## config.mk

```make
export PLATFORM = sky130hd
export DESIGN_NAME = echo_reply_sequence_tracker_flat
export DESIGN_NICKNAME = d
export VERILOG_FILES = /design/src/rtl/erst_pkg.sv /design/src/rtl/erst_req_if.sv /design/src/rtl/erst_rsp_if.sv /design/src/rtl/erst_front.sv /design/src/rtl/erst_fifo.sv /design/src/rtl/erst_rem.sv /design/src/rtl/erst_back.sv /design/src/rtl/echo_reply_sequence_tracker.sv /design/src/flat_wrapper.sv
export SDC_FILE = /design/constraint.sdc
export NUM_CORES = 2
export LEC_CHECK = 0
export ABC_AREA = 1
export BUFFER_PORTS_ARGS = -buffer_cell sky130_fd_sc_hd__buf_2
export CORE_MARGIN = 1.5
export CORE_UTILIZATION = 33
export DETAILED_ROUTE_END_ITERATION = 8
export PLACE_DENSITY = 0.6
export SYNTH_ARGS = -nofsm -noshare
export SYNTH_HDL_FRONTEND = slang
export SYNTH_SLANG_ARGS = --single-unit
export TNS_END_PERCENT = 100
```

## constraint.sdc

```tcl
create_clock -name clock -period 9.5 [get_ports clock]
set_clock_uncertainty 0.2 [all_clocks]
set_input_delay 1.9 -clock clock [delete_from_list [all_inputs] [get_ports clock]]
set_output_delay 1.9 -clock clock [all_outputs]
set_load 0.005 [all_outputs]
```

## src/rtl/erst_pkg.sv

```systemverilog
`timescale 1ns / 1ps
// ----------------------------------------------------------------------------
// Echo tracker package
// Shared codes, word types and state encodings for the echo reply tracker.
// ----------------------------------------------------------------------------
package erst_pkg;

   // Input word type codes
   localparam logic [1:0] REQ_SEND    = 2'd0;
   localparam logic [1:0] REQ_REPLY   = 2'd1;
   localparam logic [1:0] REQ_RESTART = 2'd2;

   // Arrival classes of a result word
   localparam logic [1:0] CLASS_IN_ORDER = 2'd0;
   localparam logic [1:0] CLASS_JUMP     = 2'd1;
   localparam logic [1:0] CLASS_LATE     = 2'd2;
   localparam logic [1:0] CLASS_NONE     = 2'd3;

   // Register map
   localparam logic [1:0] CSR_MY_ID_ADDR = 2'd0;

   localparam logic [31:0] TIME_MAX = 32'hFFFF_FFFF;
   localparam logic [31:0] SEQ_MAX  = 32'hFFFF_FFFF;

   // Work kind decided by the front end
   typedef enum logic [2:0] {
      KIND_SEND,
      KIND_REPLY,
      KIND_RESTART,
      KIND_FOREIGN,
      KIND_NOP
   } kind_type;

   typedef struct packed {
      kind_type    kind;
      logic [31:0] now_time;
      logic [31:0] reply_seq;
   } item_type;

   typedef struct packed {
      logic [31:0]        seq_out;
      logic               accepted;
      logic               is_dup;
      logic               rtt_valid;
      logic [31:0]        rtt;
      logic [1:0]         arrival_class;
      logic signed [31:0] loss_total;
      logic [31:0]        late_total;
      logic [31:0]        reply_total;
      logic [31:0]        dup_total;
   } rsp_type;

   typedef struct packed {
      logic        seen;
      logic [31:0] stamp;
   } slot_type;

   typedef enum logic [2:0] {
      ST_CLEAR,
      ST_IDLE,
      ST_REM,
      ST_LOOK,
      ST_FINISH
   } back_state_type;

endpackage

```

## src/rtl/erst_req_if.sv

```systemverilog
`timescale 1ns / 1ps
// ----------------------------------------------------------------------------
// Echo tracker input channel
// Valid/ready channel carrying one event word.
// ----------------------------------------------------------------------------
interface erst_req_if;
   logic        valid;
   logic        ready;
   logic [1:0]  req_type;
   logic [31:0] now_time;
   logic [15:0] reply_id;
   logic [31:0] reply_seq;

   modport source (output valid, output req_type, output now_time, output reply_id,
                   output reply_seq, input ready);
   modport sink   (input valid, input req_type, input now_time, input reply_id,
                   input reply_seq, output ready);
endinterface

```

## src/rtl/erst_rsp_if.sv

```systemverilog
`timescale 1ns / 1ps
// ----------------------------------------------------------------------------
// Echo tracker result channel
// Valid/ready channel carrying one result word.
// ----------------------------------------------------------------------------
interface erst_rsp_if;
   logic               valid;
   logic               ready;
   logic [31:0]        seq_out;
   logic               accepted;
   logic               is_dup;
   logic               rtt_valid;
   logic [31:0]        rtt;
   logic [1:0]         arrival_class;
   logic signed [31:0] loss_total;
   logic [31:0]        late_total;
   logic [31:0]        reply_total;
   logic [31:0]        dup_total;

   modport source (output valid, output seq_out, output accepted, output is_dup,
                   output rtt_valid, output rtt, output arrival_class,
                   output loss_total, output late_total, output reply_total,
                   output dup_total, input ready);
   modport sink   (input valid, input seq_out, input accepted, input is_dup,
                   input rtt_valid, input rtt, input arrival_class,
                   input loss_total, input late_total, input reply_total,
                   input dup_total, output ready);
endinterface

```

## src/rtl/erst_front.sv

```systemverilog
`timescale 1ns / 1ps
// ----------------------------------------------------------------------------
// Echo tracker front end
// Accepts event words and classifies them into work kinds for the queue.
// ----------------------------------------------------------------------------
module erst_front (
   erst_req_if.sink           req,
   input  logic [15:0]        my_id,
   input  logic               fifo_full,
   input  logic               clearing,
   output logic               push,
   output erst_pkg::item_type push_item
);
   import erst_pkg::*;

   kind_type kind;

   always_comb begin
      unique case (req.req_type)
         REQ_SEND:    kind = KIND_SEND;
         REQ_RESTART: kind = KIND_RESTART;
         REQ_REPLY:   kind = (req.reply_id == my_id) ? KIND_REPLY : KIND_FOREIGN;
         default:     kind = KIND_NOP;
      endcase
   end

   assign req.ready = !fifo_full && !clearing;
   assign push      = req.valid && req.ready;

   assign push_item.kind      = kind;
   assign push_item.now_time  = req.now_time;
   assign push_item.reply_seq = req.reply_seq;

endmodule

```

## src/rtl/erst_fifo.sv

```systemverilog
`timescale 1ns / 1ps
// ----------------------------------------------------------------------------
// Echo tracker work queue
// Two-entry queue between the front end and the back end.
// ----------------------------------------------------------------------------
module erst_fifo (
   input  logic               clock,
   input  logic               reset,
   input  logic               push,
   input  erst_pkg::item_type push_item,
   output logic               full,
   input  logic               pop,
   output logic               empty,
   output erst_pkg::item_type head
);
   import erst_pkg::*;

   localparam int ENTRIES = 2;

   item_type    mem_ff [ENTRIES];
   logic        wr_ptr_ff, wr_ptr_in;
   logic        rd_ptr_ff, rd_ptr_in;
   logic [1:0]  count_ff, count_in;

   assign full  = (count_ff == 2'(ENTRIES));
   assign empty = (count_ff == 2'd0);
   assign head  = mem_ff[rd_ptr_ff];

   always_comb begin
      wr_ptr_in = push ? !wr_ptr_ff : wr_ptr_ff;
      rd_ptr_in = pop ? !rd_ptr_ff : rd_ptr_ff;
      count_in  = count_ff + 2'(push) - 2'(pop);
   end

   always_ff @(posedge clock) begin
      if (reset) begin
         wr_ptr_ff <= 1'b0;
         rd_ptr_ff <= 1'b0;
         count_ff  <= 2'd0;
      end else begin
         wr_ptr_ff <= wr_ptr_in;
         rd_ptr_ff <= rd_ptr_in;
         count_ff  <= count_in;
      end
   end

   always_ff @(posedge clock) begin
      if (push) begin
         mem_ff[wr_ptr_ff] <= push_item;
      end
   end

endmodule

```

## src/rtl/erst_rem.sv

```systemverilog
`timescale 1ns / 1ps
// ----------------------------------------------------------------------------
// Echo tracker slot index unit
// Reduces a sequence number modulo the ring depth; a mask for a power of
// two, else a byte fold, a reciprocal multiply and a remainder step, each registered.
// ----------------------------------------------------------------------------
module erst_rem #(
   parameter int DIVISOR = 64
) (
   input  logic                         clock,
   input  logic                         reset,
   input  logic                         start,
   input  logic [31:0]                  value,
   output logic                         done,
   output logic [$clog2(DIVISOR)-1:0]   rem
);
   localparam int  RW   = $clog2(DIVISOR);
   localparam bit  POW2 = ((DIVISOR & (DIVISOR - 1)) == 0);

   generate
      if (POW2) begin : g_mask
         logic          done_ff;
         logic [RW-1:0] rem_ff;

         always_ff @(posedge clock) begin
            if (reset) begin
               done_ff <= 1'b0;
            end else begin
               done_ff <= start;
            end
         end

         always_ff @(posedge clock) begin
            if (start) begin
               rem_ff <= value[RW-1:0];
            end
         end

         assign done = done_ff;
         assign rem  = rem_ff;
      end else begin : g_fold
         // Fold the four bytes with their weights modulo DIVISOR into a sum
         // below 2^20, then strip whole multiples with a reciprocal multiply.
         localparam int FW    = 20;
         localparam int SHIFT = 30;
         localparam int W1    = 256 % DIVISOR;
         localparam int W2    = 65536 % DIVISOR;
         localparam int W3    = 16777216 % DIVISOR;
         localparam int RECIP = ((1 << SHIFT) + DIVISOR - 1) / DIVISOR;

         logic                  fold_vld_ff;
         logic                  quo_vld_ff;
         logic                  done_ff;
         logic [FW-1:0]         fold_ff, fold_in;
         logic [FW-1:0]         held_ff;
         logic [FW-1:0]         quo_ff, quo_in;
         logic [RW-1:0]         rem_ff, rem_in;
         logic [FW+SHIFT-1:0]   prod;

         always_comb begin
            fold_in = FW'(value[7:0]) + FW'(value[15:8]) * FW'(W1)
                    + FW'(value[23:16]) * FW'(W2) + FW'(value[31:24]) * FW'(W3);
            prod    = (FW+SHIFT)'(fold_ff) * (FW+SHIFT)'(RECIP);
            quo_in  = prod[FW+SHIFT-1:SHIFT];
            rem_in  = RW'(held_ff - quo_ff * FW'(DIVISOR));
         end

         always_ff @(posedge clock) begin
            if (reset) begin
               fold_vld_ff <= 1'b0;
               quo_vld_ff  <= 1'b0;
               done_ff     <= 1'b0;
            end else begin
               fold_vld_ff <= start;
               quo_vld_ff  <= fold_vld_ff;
               done_ff     <= quo_vld_ff;
            end
         end

         always_ff @(posedge clock) begin
            if (start) begin
               fold_ff <= fold_in;
            end
            if (fold_vld_ff) begin
               quo_ff  <= quo_in;
               held_ff <= fold_ff;
            end
            if (quo_vld_ff) begin
               rem_ff <= rem_in;
            end
         end

         assign done = done_ff;
         assign rem  = rem_ff;
      end
   endgenerate

endmodule

```

## src/rtl/erst_back.sv

```systemverilog
`timescale 1ns / 1ps
// ----------------------------------------------------------------------------
// Echo tracker back end
// Owns the send-time ring, the sequence numbers and the counters, and
// produces one registered result word per work item.
// ----------------------------------------------------------------------------
module erst_back #(
   parameter int HISTORY_DEPTH = 64
) (
   input  logic               clock,
   input  logic               reset,
   input  logic               empty,
   input  erst_pkg::item_type head,
   output logic               pop,
   output logic               clearing,
   erst_rsp_if.source         rsp
);
   import erst_pkg::*;

   localparam int AW = $clog2(HISTORY_DEPTH);

   back_state_type     state_ff, state_in;
   logic [AW-1:0]      clr_idx_ff, clr_idx_in;
   logic [31:0]        next_send_ff, next_send_in;
   logic [AW-1:0]      send_idx_ff, send_idx_in;
   logic [31:0]        expected_ff, expected_in;
   logic signed [31:0] loss_ff, loss_in;
   logic [31:0]        late_ff, late_in;
   logic [31:0]        reply_ff, reply_in;
   logic [31:0]        dup_cnt_ff, dup_cnt_in;
   item_type           cur_ff, cur_in;
   logic [31:0]        rtt_ff, rtt_in;
   logic               dup_ff, dup_in;
   rsp_type            rsp_ff, rsp_in;
   logic               rsp_valid_ff, rsp_valid_in;

   slot_type           ring_mem [HISTORY_DEPTH];
   slot_type           rd_data_ff;
   logic               wr_en, rd_en;
   logic [AW-1:0]      wr_addr;
   slot_type           wr_data;

   logic               out_free;
   logic               load;
   logic               rem_start, rem_done;
   logic [AW-1:0]      rem_val;
   logic [31:0]        diff, gap, look_rtt;
   logic               in_win;
   logic signed [33:0] loss_sum;

   function automatic logic [31:0] sat_inc(input logic [31:0] v);
      return (v == 32'hFFFF_FFFF) ? v : v + 32'd1;
   endfunction

   erst_rem #(
      .DIVISOR (HISTORY_DEPTH)
   ) u_rem (
      .clock (clock),
      .reset (reset),
      .start (rem_start),
      .value (head.reply_seq),
      .done  (rem_done),
      .rem   (rem_val)
   );

   assign out_free = !rsp_valid_ff || rsp.ready;
   assign clearing = (state_ff == ST_CLEAR);
   assign pop      = (state_ff == ST_IDLE) && !empty && out_free;

   always_comb begin
      diff     = next_send_ff - head.reply_seq;
      in_win   = diff[31] || (diff < 32'(HISTORY_DEPTH));
      gap      = cur_ff.reply_seq - expected_ff;
      loss_sum = $signed({{2{loss_ff[31]}}, loss_ff}) + $signed({2'b00, gap});
      look_rtt = (cur_ff.now_time > rd_data_ff.stamp)
                 ? cur_ff.now_time - rd_data_ff.stamp : 32'd0;
   end

   always_comb begin
      state_in     = state_ff;
      clr_idx_in   = clr_idx_ff;
      next_send_in = next_send_ff;
      send_idx_in  = send_idx_ff;
      expected_in  = expected_ff;
      loss_in      = loss_ff;
      late_in      = late_ff;
      reply_in     = reply_ff;
      dup_cnt_in   = dup_cnt_ff;
      cur_in       = cur_ff;
      rtt_in       = rtt_ff;
      dup_in       = dup_ff;
      rsp_in       = rsp_ff;
      load         = 1'b0;
      rem_start    = 1'b0;
      wr_en        = 1'b0;
      wr_addr      = send_idx_ff;
      wr_data      = '{seen: 1'b0, stamp: head.now_time};
      rd_en        = 1'b0;

      unique case (state_ff)
         ST_CLEAR: begin
            // sweep the ring to its reset contents
            wr_en   = 1'b1;
            wr_addr = clr_idx_ff;
            wr_data = '{seen: 1'b0, stamp: TIME_MAX};
            if (clr_idx_ff == AW'(HISTORY_DEPTH - 1)) begin
               state_in = ST_IDLE;
            end else begin
               clr_idx_in = clr_idx_ff + AW'(1);
            end
         end
         ST_IDLE: begin
            if (pop) begin
               cur_in               = head;
               rsp_in.seq_out       = 32'd0;
               rsp_in.accepted      = 1'b0;
               rsp_in.is_dup        = 1'b0;
               rsp_in.rtt_valid     = 1'b0;
               rsp_in.rtt           = 32'd0;
               rsp_in.arrival_class = CLASS_NONE;
               rsp_in.loss_total    = loss_ff;
               rsp_in.late_total    = late_ff;
               rsp_in.reply_total   = reply_ff;
               rsp_in.dup_total     = dup_cnt_ff;
               unique case (head.kind)
                  KIND_SEND: begin
                     wr_en           = 1'b1;
                     rsp_in.seq_out  = next_send_ff;
                     rsp_in.accepted = 1'b1;
                     load            = 1'b1;
                     next_send_in    = next_send_ff + 32'd1;
                     // index tracks the sequence modulo the depth across wrap
                     if (next_send_ff == SEQ_MAX ||
                         send_idx_ff == AW'(HISTORY_DEPTH - 1)) begin
                        send_idx_in = '0;
                     end else begin
                        send_idx_in = send_idx_ff + AW'(1);
                     end
                  end
                  KIND_RESTART: begin
                     rsp_in.accepted = 1'b1;
                     load            = 1'b1;
                     next_send_in    = 32'd0;
                     send_idx_in     = '0;
                     expected_in     = 32'd0;
                  end
                  KIND_FOREIGN: begin
                     rsp_in.seq_out = head.reply_seq;
                     load           = 1'b1;
                  end
                  KIND_REPLY: begin
                     rtt_in = 32'd0;
                     dup_in = 1'b0;
                     if (in_win) begin
                        rem_start = 1'b1;
                        state_in  = ST_REM;
                     end else begin
                        state_in  = ST_FINISH;
                     end
                  end
                  default: begin
                     load = 1'b1;
                  end
               endcase
            end
         end
         ST_REM: begin
            if (rem_done) begin
               rd_en    = 1'b1;
               state_in = ST_LOOK;
            end
         end
         ST_LOOK: begin
            rtt_in   = look_rtt;
            dup_in   = rd_data_ff.seen;
            wr_en    = 1'b1;
            wr_addr  = rem_val;
            wr_data  = '{seen: 1'b1, stamp: rd_data_ff.stamp};
            state_in = ST_FINISH;
         end
         ST_FINISH: begin
            if (out_free) begin
               load     = 1'b1;
               state_in = ST_IDLE;
               if (dup_ff) begin
                  dup_cnt_in = sat_inc(dup_cnt_ff);
               end else begin
                  reply_in = sat_inc(reply_ff);
               end
               if (cur_ff.reply_seq == expected_ff) begin
                  rsp_in.arrival_class = CLASS_IN_ORDER;
                  expected_in          = expected_ff + 32'd1;
               end else if (cur_ff.reply_seq > expected_ff) begin
                  rsp_in.arrival_class = CLASS_JUMP;
                  expected_in          = cur_ff.reply_seq + 32'd1;
                  if (loss_sum > 34'sh0_7FFF_FFFF) begin
                     loss_in = 32'sh7FFF_FFFF;
                  end else begin
                     loss_in = loss_sum[31:0];
                  end
               end else begin
                  rsp_in.arrival_class = CLASS_LATE;
                  late_in              = sat_inc(late_ff);
                  if (!dup_ff && rtt_ff != 32'd0 && loss_ff != 32'sh8000_0000) begin
                     loss_in = loss_ff - 32'sd1;
                  end
               end
               rsp_in.seq_out     = cur_ff.reply_seq;
               rsp_in.accepted    = 1'b1;
               rsp_in.is_dup      = dup_ff;
               rsp_in.rtt_valid   = (rtt_ff != 32'd0) && !dup_ff;
               rsp_in.rtt         = rtt_ff;
               rsp_in.loss_total  = loss_in;
               rsp_in.late_total  = late_in;
               rsp_in.reply_total = reply_in;
               rsp_in.dup_total   = dup_cnt_in;
            end
         end
         default: begin
            state_in = ST_CLEAR;
         end
      endcase

      rsp_valid_in = load || (rsp_valid_ff && !rsp.ready);
   end

   always_ff @(posedge clock) begin
      if (reset) begin
         state_ff     <= ST_CLEAR;
         clr_idx_ff   <= '0;
         next_send_ff <= 32'd0;
         send_idx_ff  <= '0;
         expected_ff  <= 32'd0;
         loss_ff      <= 32'sd0;
         late_ff      <= 32'd0;
         reply_ff     <= 32'd0;
         dup_cnt_ff   <= 32'd0;
         rsp_valid_ff <= 1'b0;
      end else begin
         state_ff     <= state_in;
         clr_idx_ff   <= clr_idx_in;
         next_send_ff <= next_send_in;
         send_idx_ff  <= send_idx_in;
         expected_ff  <= expected_in;
         loss_ff      <= loss_in;
         late_ff      <= late_in;
         reply_ff     <= reply_in;
         dup_cnt_ff   <= dup_cnt_in;
         rsp_valid_ff <= rsp_valid_in;
      end
   end

   always_ff @(posedge clock) begin
      cur_ff <= cur_in;
      rtt_ff <= rtt_in;
      dup_ff <= dup_in;
      rsp_ff <= rsp_in;
   end

   always_ff @(posedge clock) begin
      if (wr_en) begin
         ring_mem[wr_addr] <= wr_data;
      end
      if (rd_en) begin
         rd_data_ff <= ring_mem[rem_val];
      end
   end

   assign rsp.valid         = rsp_valid_ff;
   assign rsp.seq_out       = rsp_ff.seq_out;
   assign rsp.accepted      = rsp_ff.accepted;
   assign rsp.is_dup        = rsp_ff.is_dup;
   assign rsp.rtt_valid     = rsp_ff.rtt_valid;
   assign rsp.rtt           = rsp_ff.rtt;
   assign rsp.arrival_class = rsp_ff.arrival_class;
   assign rsp.loss_total    = rsp_ff.loss_total;
   assign rsp.late_total    = rsp_ff.late_total;
   assign rsp.reply_total   = rsp_ff.reply_total;
   assign rsp.dup_total     = rsp_ff.dup_total;

   a_rem_done_in_rem: assert property (@(posedge clock) disable iff (reset)
      rem_done |-> state_ff == ST_REM)
      else $error("slot index finished outside its wait state");

   a_look_to_finish: assert property (@(posedge clock) disable iff (reset)
      state_ff == ST_LOOK |=> state_ff == ST_FINISH)
      else $error("ring lookup not followed by finish");

   a_rtt_valid_rule: assert property (@(posedge clock) disable iff (reset)
      rsp_valid_ff && rsp_ff.rtt_valid |-> rsp_ff.rtt != 32'd0 && !rsp_ff.is_dup)
      else $error("rtt marked valid on zero or duplicate");

   a_reject_class: assert property (@(posedge clock) disable iff (reset)
      rsp_valid_ff && !rsp_ff.accepted |-> rsp_ff.arrival_class == CLASS_NONE)
      else $error("rejected word carries an arrival class");

endmodule

```

## src/rtl/echo_reply_sequence_tracker.sv

```systemverilog
`timescale 1ns / 1ps
// ----------------------------------------------------------------------------
// Echo reply sequence tracker
// Tracks echo request send times and classifies replies for loss, late
// arrival, duplicates and round-trip time.
// ----------------------------------------------------------------------------
//  Channel   Direction  Handshake           Carries
//  req_if    in         valid/ready         req_type, now_time, reply_id, reply_seq
//  rsp_if    out        valid/ready         seq_out .. dup_total, one per input word
//  csr       in/out     APB, pready tied 1  my_id at byte address 0
//
//  Send, restart, foreign and unused words finish in the idle state of the back
//  end. A matching reply outside the window goes from idle to finish; inside it
//  waits for the slot index unit (a mask when HISTORY_DEPTH is a power of two,
//  else a fold and a divide), then reads the ring, then finishes. The back end
//  handles one word at a time. After reset every ring slot is swept; req_if.ready
//  stays low until the sweep is done. A two-word queue lets input words be taken
//  while a result waits in the output register for rsp_if.ready.
// ----------------------------------------------------------------------------
module echo_reply_sequence_tracker #(
   parameter int HISTORY_DEPTH = 64
) (
   input  logic        clock,
   input  logic        reset,
   erst_req_if.sink    req_if,
   erst_rsp_if.source  rsp_if,
   input  logic        psel,
   input  logic        penable,
   input  logic        pwrite,
   input  logic [1:0]  paddr,
   input  logic [31:0] pwdata,
   output logic [31:0] prdata,
   output logic        pready
);
   import erst_pkg::*;

   logic [15:0] my_id_ff, my_id_in;
   logic        csr_write;
   logic        push, pop, full, empty, clearing;
   item_type    push_item, head;

   // Configuration register: write in the access phase, low 16 bits kept and read back
   assign pready    = 1'b1;
   assign csr_write = psel && penable && pwrite && pready;
   assign prdata    = (paddr == CSR_MY_ID_ADDR) ? {16'd0, my_id_ff} : 32'd0;

   always_comb begin
      my_id_in = my_id_ff;
      if (csr_write && paddr == CSR_MY_ID_ADDR) begin
         my_id_in = pwdata[15:0];
      end
   end

   always_ff @(posedge clock) begin
      if (reset) begin
         my_id_ff <= 16'd0;
      end else begin
         my_id_ff <= my_id_in;
      end
   end

   // Front: classify each word against my_id, hold off during the sweep
   erst_front u_front (
      .req       (req_if),
      .my_id     (my_id_ff),
      .fifo_full (full),
      .clearing  (clearing),
      .push      (push),
      .push_item (push_item)
   );

   // Queue: decouple acceptance from the ring and counter work
   erst_fifo u_fifo (
      .clock     (clock),
      .reset     (reset),
      .push      (push),
      .push_item (push_item),
      .full      (full),
      .pop       (pop),
      .empty     (empty),
      .head      (head)
   );

   // Back: ring lookups, sequence tracking, counters and the result register
   erst_back #(
      .HISTORY_DEPTH (HISTORY_DEPTH)
   ) u_back (
      .clock    (clock),
      .reset    (reset),
      .empty    (empty),
      .head     (head),
      .pop      (pop),
      .clearing (clearing),
      .rsp      (rsp_if)
   );

endmodule
```

## src/flat_wrapper.sv

```systemverilog
// flat-port wrapper written by rule: the top's interface ports become plain ports
module echo_reply_sequence_tracker_flat import erst_pkg::*;
#(
   parameter int HISTORY_DEPTH = 64
)
  (clock, reset, psel, penable, pwrite, paddr, pwdata, prdata, pready, req_if_valid, req_if_req_type, req_if_now_time, req_if_reply_id, req_if_reply_seq, req_if_ready, rsp_if_valid, rsp_if_seq_out, rsp_if_accepted, rsp_if_is_dup, rsp_if_rtt_valid, rsp_if_rtt, rsp_if_arrival_class, rsp_if_loss_total, rsp_if_late_total, rsp_if_reply_total, rsp_if_dup_total, rsp_if_ready);
  erst_req_if req_if_i ();
  erst_rsp_if rsp_if_i ();
  input  logic clock;
  input  logic reset;
  input  logic psel;
  input  logic penable;
  input  logic pwrite;
  input  logic [1:0] paddr;
  input  logic [31:0] pwdata;
  output logic [31:0] prdata;
  output logic pready;
  input wire logic [$bits(req_if_i.valid)-1:0] req_if_valid;
  input wire logic [$bits(req_if_i.req_type)-1:0] req_if_req_type;
  input wire logic [$bits(req_if_i.now_time)-1:0] req_if_now_time;
  input wire logic [$bits(req_if_i.reply_id)-1:0] req_if_reply_id;
  input wire logic [$bits(req_if_i.reply_seq)-1:0] req_if_reply_seq;
  output wire logic [$bits(req_if_i.ready)-1:0] req_if_ready;
  output wire logic [$bits(rsp_if_i.valid)-1:0] rsp_if_valid;
  output wire logic [$bits(rsp_if_i.seq_out)-1:0] rsp_if_seq_out;
  output wire logic [$bits(rsp_if_i.accepted)-1:0] rsp_if_accepted;
  output wire logic [$bits(rsp_if_i.is_dup)-1:0] rsp_if_is_dup;
  output wire logic [$bits(rsp_if_i.rtt_valid)-1:0] rsp_if_rtt_valid;
  output wire logic [$bits(rsp_if_i.rtt)-1:0] rsp_if_rtt;
  output wire logic [$bits(rsp_if_i.arrival_class)-1:0] rsp_if_arrival_class;
  output wire logic [$bits(rsp_if_i.loss_total)-1:0] rsp_if_loss_total;
  output wire logic [$bits(rsp_if_i.late_total)-1:0] rsp_if_late_total;
  output wire logic [$bits(rsp_if_i.reply_total)-1:0] rsp_if_reply_total;
  output wire logic [$bits(rsp_if_i.dup_total)-1:0] rsp_if_dup_total;
  input wire logic [$bits(rsp_if_i.ready)-1:0] rsp_if_ready;
  assign req_if_i.valid = req_if_valid;
  assign req_if_i.req_type = req_if_req_type;
  assign req_if_i.now_time = req_if_now_time;
  assign req_if_i.reply_id = req_if_reply_id;
  assign req_if_i.reply_seq = req_if_reply_seq;
  assign req_if_ready = req_if_i.ready;
  assign rsp_if_valid = rsp_if_i.valid;
  assign rsp_if_seq_out = rsp_if_i.seq_out;
  assign rsp_if_accepted = rsp_if_i.accepted;
  assign rsp_if_is_dup = rsp_if_i.is_dup;
  assign rsp_if_rtt_valid = rsp_if_i.rtt_valid;
  assign rsp_if_rtt = rsp_if_i.rtt;
  assign rsp_if_arrival_class = rsp_if_i.arrival_class;
  assign rsp_if_loss_total = rsp_if_i.loss_total;
  assign rsp_if_late_total = rsp_if_i.late_total;
  assign rsp_if_reply_total = rsp_if_i.reply_total;
  assign rsp_if_dup_total = rsp_if_i.dup_total;
  assign rsp_if_i.ready = rsp_if_ready;
  echo_reply_sequence_tracker #(.HISTORY_DEPTH(HISTORY_DEPTH)) u_core (.clock(clock), .reset(reset), .req_if(req_if_i), .rsp_if(rsp_if_i), .psel(psel), .penable(penable), .pwrite(pwrite), .paddr(paddr), .pwdata(pwdata), .prdata(prdata), .pready(pready));
endmodule
```

==> results.yml <==
sta:
  max_freq_mhz: 159
  worst_slack_ps: 3230
  hold_viol: 0
  setup_viol: 0
  finalCritPeriodShare: 0.660
  slew_viol_final: 0
  tns_ps: 0
  rsz0062_at_grt: "no"
  min_period_ps: 6270
  maxSlewHeadroom: 0.110
  tightest_slew_ps: 1330
floorplanning:
  io_pins: 355
  die_h_um: 613
  die-area_mm2: 0.376
  initial_utilization: 0.332
  core_mm2: 0.370
  placementRows: 223
  chipWidth_um: 613
grt:
  top_usage_layer: "met2"
  use_met2: 0.305
  antenna_found_initial: 38
  grt_max_degree: 225
  grt_util_met3: 0.0310
  grt_pass1_wl_um: 548000
  grt_pass1_vias: 80600
  grt_overflow: 0
  grt_usage: 0.195
  grt_util_met1: 0.271
min_path:
  min_path_type: "reg -> reg"
  hp-start: "u_core.u_back.expected_ff[29]"
  hold_path_depth: 2
  hold_end: "u_core.u_back.expected_ff[29]"
placed_design:
  dpl-instance-area_mm2: 0.131
  dp_hpwl_um: 231000
  io_buffer_count: 321
  place_ws_ps: 3280
  place.gp.congestion: 0.923
  dpl.cell_count: 16100
synthesis:
  synth.area.top_cells: "edfxtp_1, o21ai_0, nor2_1"
  async_reset_ff_frac: 0
  synth_top_area_share: 0.631
  ys_ff_latch: 2809
  synth_common_cells: "edfxtp_1, nor2_1, o21ai_0"
  synth_area_per_cell_um2: 11.0
  synth_top_area_cell: "edfxtp_1"
  synth_area_mm2: 0.123
  synth_cells: 11200
  synth_ff_type: "edfxtp_1"
  yosysSeqAreaShare: 0.668
  synth_edf_count: 2579
  synth_cell_types: 71
  yosysMostFrequentCell: "edfxtp_1"
  yosysWarningCount: 0
clocking:
  clock_path_buffers: 4
  clockRootBuffer: "clkbuf_16"
  clock_latency_ps: 950
  cts_inserted_buffers: 301
  postCtsSetupRepairBufs: 0
  cts_tree: "yes"
  cts_resized: 0
  clk_pin_slew_ps: 60
  numClockSinks: 2809
  htree_num_levels: 5
  hold_buffers: 0
setup_path:
  worstPathRequired_ps: 9890
  crit_fanout: 17
  reg2reg_slack_ps: 3230
  start_kind: "flop"
  worst-r2r-cell-count: 27
  crit_type: "reg -> reg"
  cp-end-kind: "flop"
  cp.arrival_ps: 6670
  reg2reg_to: "u_core.u_back.rsp.loss_total[6]"
  rr_startpoint: "u_core.u_back.cur_ff[0]"
cells_and_area:
  area_growth_pct: 14.2
  fin_nets: 11700
  drive_gt1_frac: 0.105
  fin_cells: 16600
  final_area_mm2: 0.140
power:
  power_frac_comb: 0.006
  finalPower_mw: 24.8
  p_sw_mw: 5.04
  power_leakage_nw: 45.9
  seq_power_share: 0.537
  vdd_ir_drop_max_v: 0.000131
  clockPowerShare: 0.458
  intPower_mw: 19.8
  p_per_area_mw_per_mm2: 177
  switching_share: 0.203
route:
  finalWirelength_um: 382000
  ant_nets: 0
  vias: 88200
  remaining_drc_errors: 0
  drt-initial-drc-count: 9974
  wl_per_cell_um: 23.0
  drtPass1Iterations: 6
  vias_per_cell: 5.30
status:
  outcome: "finished clean"
run:
  drv_cap: 0
[power groups by stage]
stage / Combinational (mW) / Clock, mW / Sequential (mW)
2_1_floorplan: 0.0618 / 0 / 13.6
3_3_place_gp: 0.137 / 0 / 13.6
3_5_place_dp: 0.139 / 0 / 13.6
4_1_cts: 0.139 / 11.5 / 13.3
5_1_grt: 0.150 / 12.0 / 13.3
6_report: 0.140 / 11.4 / 13.3
[layout make-up]
cell class / instances / area, um2
fill: 35600 / 230000
multi-input combinational: 7047 / 36300
timing repair buffer: 525 / 3320
inverter: 733 / 2780
antenna: 26 / 65.1
clock inverter: 176 / 1450
clock buffer: 367 / 7960
sequential: 2809 / 82000
tap: 4950 / 6190
[critical path, cell delays in order (launching register included)]
cell	delay (ps)
edfxtp_1	390
inv_1	70
ha_1	200
fa_1	410
nor2_1	130
nor2_1	70
o21ai_1	240
a21oi_1	170
o21ai_1	380
a21oi_1	160
o21ai_0	290
a21oi_1	130
xnor2_1	430
ha_1	390
a21oi_1	210
o21ai_0	160
nand3_1	100
a21oi_1	70
nor3_1	200
nand2_1	80
nand2_1	90
nand3_1	90
nand2_1	140
nand2_2	240
nor2_2	240
inv_1	230
o21ai_0	260
o21ai_0	180
[flip-flops by register name, summed over array words and instances, names as in the netlist, 2 cells and up, named ones only]
signal / cells
u_core.u_back.ring_mem: 2112
u_core.u_fifo.mem_ff: 134
u_core.u_back.cur_ff: 64
u_core.u_back.rd_data_ff: 33
u_core.u_back.dup_cnt_ff: 32
u_core.u_back.expected_ff: 32
u_core.u_back.late_ff: 32
u_core.u_back.loss_ff: 32
u_core.u_back.next_send_ff: 32
u_core.u_back.reply_ff: 32
u_core.u_back.rsp.dup_total: 32
u_core.u_back.rsp.late_total: 32
u_core.u_back.rsp.loss_total: 32
u_core.u_back.rsp.reply_total: 32
u_core.u_back.rsp.rtt: 32
u_core.u_back.rsp.seq_out: 32
u_core.u_back.rtt_ff: 32
u_core.my_id_ff: 16
u_core.u_back.clr_idx_ff: 6
u_core.u_back.send_idx_ff: 6
u_core.u_back.u_rem.rem: 6
u_core.u_back.state_ff: 3
u_core.u_back.rsp.arrival_class: 2
u_core.u_fifo.count_ff: 2
[metal layers]
metal,share of wire,vias to the layer above
met5,0.00021,-
met4,0.043,12
met3,0.082,647
met2,0.45,3792
met1,0.42,43200
li1,-,40500
[through the flow]
| step | hold slack (ps) | utilization |
|---|---|---|
| final | 271 | 0.379 |
| after global routing | 294 | 0.379 |
| after CTS | 273 | 0.379 |
| after global placement | 254 | 0.353 |
| after floorplan | 244 | - |
| after detailed placement | 265 | 0.353 |
[worst max path at each step]
stage	start	to
2_1_floorplan	rsp_if_ready	u_core.u_back.expected_ff[30]
6_report	u_core.u_back.cur_ff[0]	u_core.u_back.rsp.loss_total[6]
3_5_place_dp	u_core.u_back.cur_ff[0]	u_core.u_back.rsp.loss_total[24]
3_3_place_gp	u_core.u_back.cur_ff[0]	u_core.u_back.rsp.loss_total[24]
4_1_cts	u_core.u_back.cur_ff[0]	u_core.u_back.rsp.loss_total[24]
5_1_grt	u_core.u_back.cur_ff[0]	u_core.u_back.rsp.loss_total[24]
[cell families (layout without fill, tap and decap cells)]
kind of cell / after synthesis / after routing / share of synthesized area
AOI/OAI and AO/OA: 3173 / 3173 / 0.141
xor gates and xnor gates: 214 / 214 / 0.0153
adders and majority gates: 141 / 141 / 0.0146
buffers and inverters: 1365 / 1801 / 0.0430
DFF: 2809 / 2809 / 0.668
muxes: 1 / 1 / 0.0000816
other: 2 / 43 / 0.0000612
and+or+nand+nor: 3501 / 3501 / 0.117
[placed cells by master, fill, tap and decap left out, types with 53 or more instances in the layout]
cell type     n
ha_1        138
clkinv_2     63
xnor2_1      53
nand4_1      74
nand2_1    1019
inv_1       708
nor2_1     1860
a21oi_1     379
nor2_4       81
clkbuf_1     55
buf_4       191
o21ai_0    1843
buf_2       320
clkinv_1     61
nand3_1     165
edfxtp_1   2579
o22ai_1     661
o21ai_1      60
nor3_1      112
dfxtp_1     229
xor2_1      161
clkbuf_16   307
Power figures use the tool's default switching activity.
